**src/rtl/core/slrt_ram.sv**
```systemverilog
// slrt_ram: generic single-write, single-read RAM with registered read data
// used for every store of the unit; depends on nothing
module slrt_ram #(
    parameter int WIDTH = 8,
    parameter int DEPTH = 256
) (
    input  logic                     clk,
    input  logic                     we,
    input  logic [$clog2(DEPTH)-1:0] waddr,
    input  logic [WIDTH-1:0]         wdata,
    input  logic [$clog2(DEPTH)-1:0] raddr,
    output logic [WIDTH-1:0]         rdata
);

    logic [WIDTH-1:0] mem [DEPTH];

    // write port
    always_ff @(posedge clk)
    begin
        if (we)
        begin
            mem[waddr] <= wdata;
        end
    end

    // registered read port
    always_ff @(posedge clk)
    begin
        rdata <= mem[raddr];
    end

endmodule

```
**config.mk**
```make
export PLATFORM = sky130hd
export DESIGN_NAME = slrt_ram
export DESIGN_NICKNAME = d
export VERILOG_FILES = /design/src/rtl/core/slrt_ram.sv
export SDC_FILE = /design/constraint.sdc
export NUM_CORES = 2
export LEC_CHECK = 0
export CAP_MARGIN = 20
export CELL_PAD_IN_SITES_DETAIL_PLACEMENT = 0
export CELL_PAD_IN_SITES_GLOBAL_PLACEMENT = 1
export CORE_MARGIN = 4
export CORE_UTILIZATION = 45
export DETAILED_ROUTE_END_ITERATION = 10
export DONT_BUFFER_PORTS = 1
export HOLD_SLACK_MARGIN = 0.08
export PLACE_DENSITY = 0.72
export SYNTH_ARGS = -nofsm -noshare
export SYNTH_HDL_FRONTEND = slang
export SYNTH_SLANG_ARGS = --single-unit
```
**constraint.sdc**
```tcl
create_clock -name clk -period 2.35 [get_ports clk]
set_input_delay 0.47 -clock clk [delete_from_list [all_inputs] [get_ports clk]]
set_output_delay 0.47 -clock clk [all_outputs]
set_load 0.01 [all_outputs]
```
; After elaboration in Yosys (flattened, before gate mapping)
; Memory sizes are Yosys's and may differ from the RTL's. A register that Yosys moved wholly into a read port is not among the register bits.
; Cells that the tools add are included.
[op_classes]
muxes = 2
[op_table]
columns = cell, count
row1 = 1-bit 2-to-1 mux, 2
[totals]
input_bits = 26
ff_bits = 0
ramBits = 2048
wordCells = 3
n_memories = 1
out_inout_bits = 8
[mem_list]
columns = name, words, width, read_ports, rd_ports_with_merged_regs, wr, line
row1 = mem, 256, 8, 1, 1, 1, 15  ; logic [WIDTH-1:0] mem [DEPTH];

; Logic depth before layout (Yosys ltp)
[depth]
ltp_word = 2
depth_mapped = 11
mapped_depth_nobuf = 6

; Worst setup path after synthesis
; OpenSTA, ideal clock, no wires.
[synth_timing]
path_kind = input -> register
startpoint = in raddr[0]
endpoint = reg rdata[2] (read register of mem)
cell_stages = 9
path_buffers = 4
path_slack_ns = -0.058
setup_time_ns = 0.131
arrival_ns = 2.277
t_required_ns = 2.219
path_cell_list = buf_6 buf_12 buf_8 buf_2 mux4_2 a22oi_1 a21oi_1 nor4_1 nor4_2
[synth_lines]
columns = item, line
row1 = "start, declared", 11  ; input logic [$clog2(DEPTH)-1:0] raddr,
row2 = "end, declared", 12  ; output logic [WIDTH-1:0] rdata

==> results.cfg <==
[drt]
drc_errors = 0
wl_mm = 199
drt-pass1-iter-count = 6
drt_iter0_drc = 4955
vias = 40111
post_drt_via_cell_ratio = 5.94
routedWlPerCell_um = 29.5
drt.antenna.violating_nets = 0

[clock_tree]
tritoncts = yes
cts.clk_slew.worst_paths_ns = 0.06
numCtsBuffers = 200
htree_levels = 4
clk_path_buf_depth = 3
clock-sinks = 2056
cts-root-buf = clkbuf_16
worstSkewPairLatency_ns = 0.81

[global_routing]
grt_usage_pct = 20.8
grt_pass1_wl_mm = 281
grt_pass1_vias = 39908
grt_max_degree = 579
grt-ovfl-total = 0
antenna_found_initial = 3

[placed_design]
port_buffers = 0
dpl.hpwl_mm = 108
place_inst = 6346
place_area_mm2 = 0.0851
place.gp.congestion = 0.798

[power]
combPwrFrac_pct = 4.2
power_density_mw_per_mm2 = 807
p_int_uw = 59200
seq_power_share_pct = 54.5
p_sw_share_pct = 20.4
leakagePower_uw = 0.0294
peakVddDrop_mv = 0.797
p_switching_uw = 15200
clockPowerShare_pct = 41.3

[floorplanning]
rows = 154
die-area_mm2 = 0.184
die_height_um = 428
initial_utilization_pct = 45.2
coreArea_mm2 = 0.176
fp.dieW_um = 428
io_pins = 34

[yosys]
netlist_area_mm2 = 0.0796
avgSynthCellArea_um2 = 21.3
yosys_most_used_dff = edfxtp_1
postSynthCellCount = 3733
ys_ff_latch = 2056
synth_enable_flop_cells = 2048
ys_warn_count = 0
synth.top_cell.area_share_pct = 77.3
synthArstFlopShare_pct = 0
ys_types = 55
synth_top_cells_by_count = 2048 x edfxtp_1, 454 x mux4_2, 282 x nor2_1
synth_fp_nets = 3759
synth_top_cells_by_area = edfxtp_1 77%, mux4_2 13%, mux2i_1 1.7%
synth.most_common_cell = edfxtp_1
ys_seq_area_share_pct = 77.5
synth_area_leader_cell = edfxtp_1

[timing]
timing.final.crit_share_pct = 109
finalCriticalPeriod_ns = 2.56
slew_headroom_pct = 9.81
setup_viol = 8
fmax_mhz = 390
final.setup.tns_ns = -0.873
skew_ns = 0.0263
worst_pin_slew_ns = 1.35
holdWs_ns = -0.246
layout_setup_ws_ns = -0.213
hold_viol = 218
drv_slew = 0

[critical_path]
path_common_cell = buf_4
end_kind = flip-flop
start_kind = primary input
critPathMaxFanout = 446
r2r_cells = 7
cp_cell_sequence = or3b_2, buf_4, o221ai_1, a21oi_1, a21oi_1, buf_4, nor3_2, buf_4, nor4_2
cp_slowest_cell = or3b_2
crit_type = primary input to flip-flop
cp.required_ns = 3.07
cp_slowest_stage_delay_ns = 0.84
critPathArrivalTime_ns = 3.28

[status]
violations = negative hold slack, negative setup slack
status = finished with violations

[cells_and_area]
drive_gt1_share_pct = 29.5
syn2layout_area_growth_pct = 16.0
layout.nets = 4277
finalNonFillerCells = 6756
final_cell_area_mm2 = 0.0923
fillers = 13515

[min_path]
holdCritPathClass = primary input to flip-flop
whs_path_depth = 0

[run]
cap_violations = 0
## path summary, 6_finish.rpt
check	slack, ns	endpoint	from
setup / recovery	-0.21	rdata[2]	raddr[1]
hold / removal	-0.25	mem[66][7]	wdata[7]
setup reg to reg	0.01	rdata[4]	mem[211][4]
hold reg to reg	0.91	rdata[3]	mem[40][3]
## logic make-up after synthesis
family | after synthesis | synth area share [%]
flops | 2056 | 77.5
compound gates | 385 | 3.42
buf+inv | 235 | 1.83
simple gates | 466 | 2.63
mux | 591 | 14.6
## cell type report
cell class,count,area [um^2],area share (%)
Sequential cell,2056,61700,66.8
Clock inverter,117,998,1.08
Tap cell,2340,2930,3.17
Timing Repair Buffer,549,4810,5.21
Antenna cell,2,5.00,0.00542
Clock buffer,248,5270,5.71
Inverter,2,7.51,0.00814
Multi-Input combinational cell,1442,16600,18.0
## stage by stage
| step | power, uW | setup slack, ns | hold WS, ns | util [%] |
|---|---|---|---|---|
| floorplan | 43200 | -0.000918 | 0.569 | - |
| global placement | 43800 | -1.17 | 0.594 | 48.4 |
| detailed placement | 43800 | -1.01 | 0.593 | 48.4 |
| CTS | 74300 | 0.0163 | -0.288 | 52.0 |
| global route | 76700 | -0.0403 | -0.283 | 52.4 |
| finish | 74500 | -0.213 | -0.246 | 52.4 |
## routing by layer
layer / GRT usage (%) / part of all wire, % / wire (um)
met1: 29.0 / 39 / 78300
met2: 33.5 / 49 / 98200
met3: 3.87 / 8.1 / 16200
met4: 6.40 / 3.3 / 6560
met5: 0 / 0 / 0
## flip-flops by register name, indices dropped and copies added (netlist names)
register and count:
mem 2048, rdata 8
## power groups by stage
| stage | combinational (uW) | clock [uW] | sequential, uW |
|---|---|---|---|
| after floorplan | 1970 | 0 | 41200 |
| after global placement | 2460 | 0 | 41300 |
| after detailed placement | 2460 | 0 | 41300 |
| after CTS | 2500 | 31300 | 40500 |
| after global routing | 3310 | 32900 | 40500 |
| final | 3160 | 30700 | 40600 |
## repair_timing
item,CTS,global route
setup endpoints to repair,6,8
gates cloned,0,15
pin swaps,0,5
hold buffers,4,4
resized for setup,11,14
setup buffers,0,16
endpoints found under the hold margin,2058,1426
## worst max-delay path, delay by kind of cell
family,cells,cell delay (ns)
buffers and inverters,3,0.54
and+or+nand+nor,3,1.13
AOI/OAI and AO/OA,3,0.51
## placed cells by master (no fill, tap or decap), drive strengths merged, types with 6 or more instances in the layout
master,netlist,routed
a22o,8,8
nand2b,8,8
o211ai,10,10
mux2i,134,134
nand4,10,10
edfxtp,2048,2048
buf,122,532
bufinv,0,13
nand3,34,34
a22oi,133,133
inv,1,8
nor3,22,22
a221oi,14,14
o21ai,12,12
o221ai,47,47
o22ai,28,28
a21oi,96,96
mux4,456,456
nor4,27,27
dfxtp,8,8
clkinv,1,95
nor2,282,282
a211oi,16,16
and2,6,6
nand2,33,33
nor2b,31,31
clkbuf,111,261
Power figures use the tool's default switching activity.
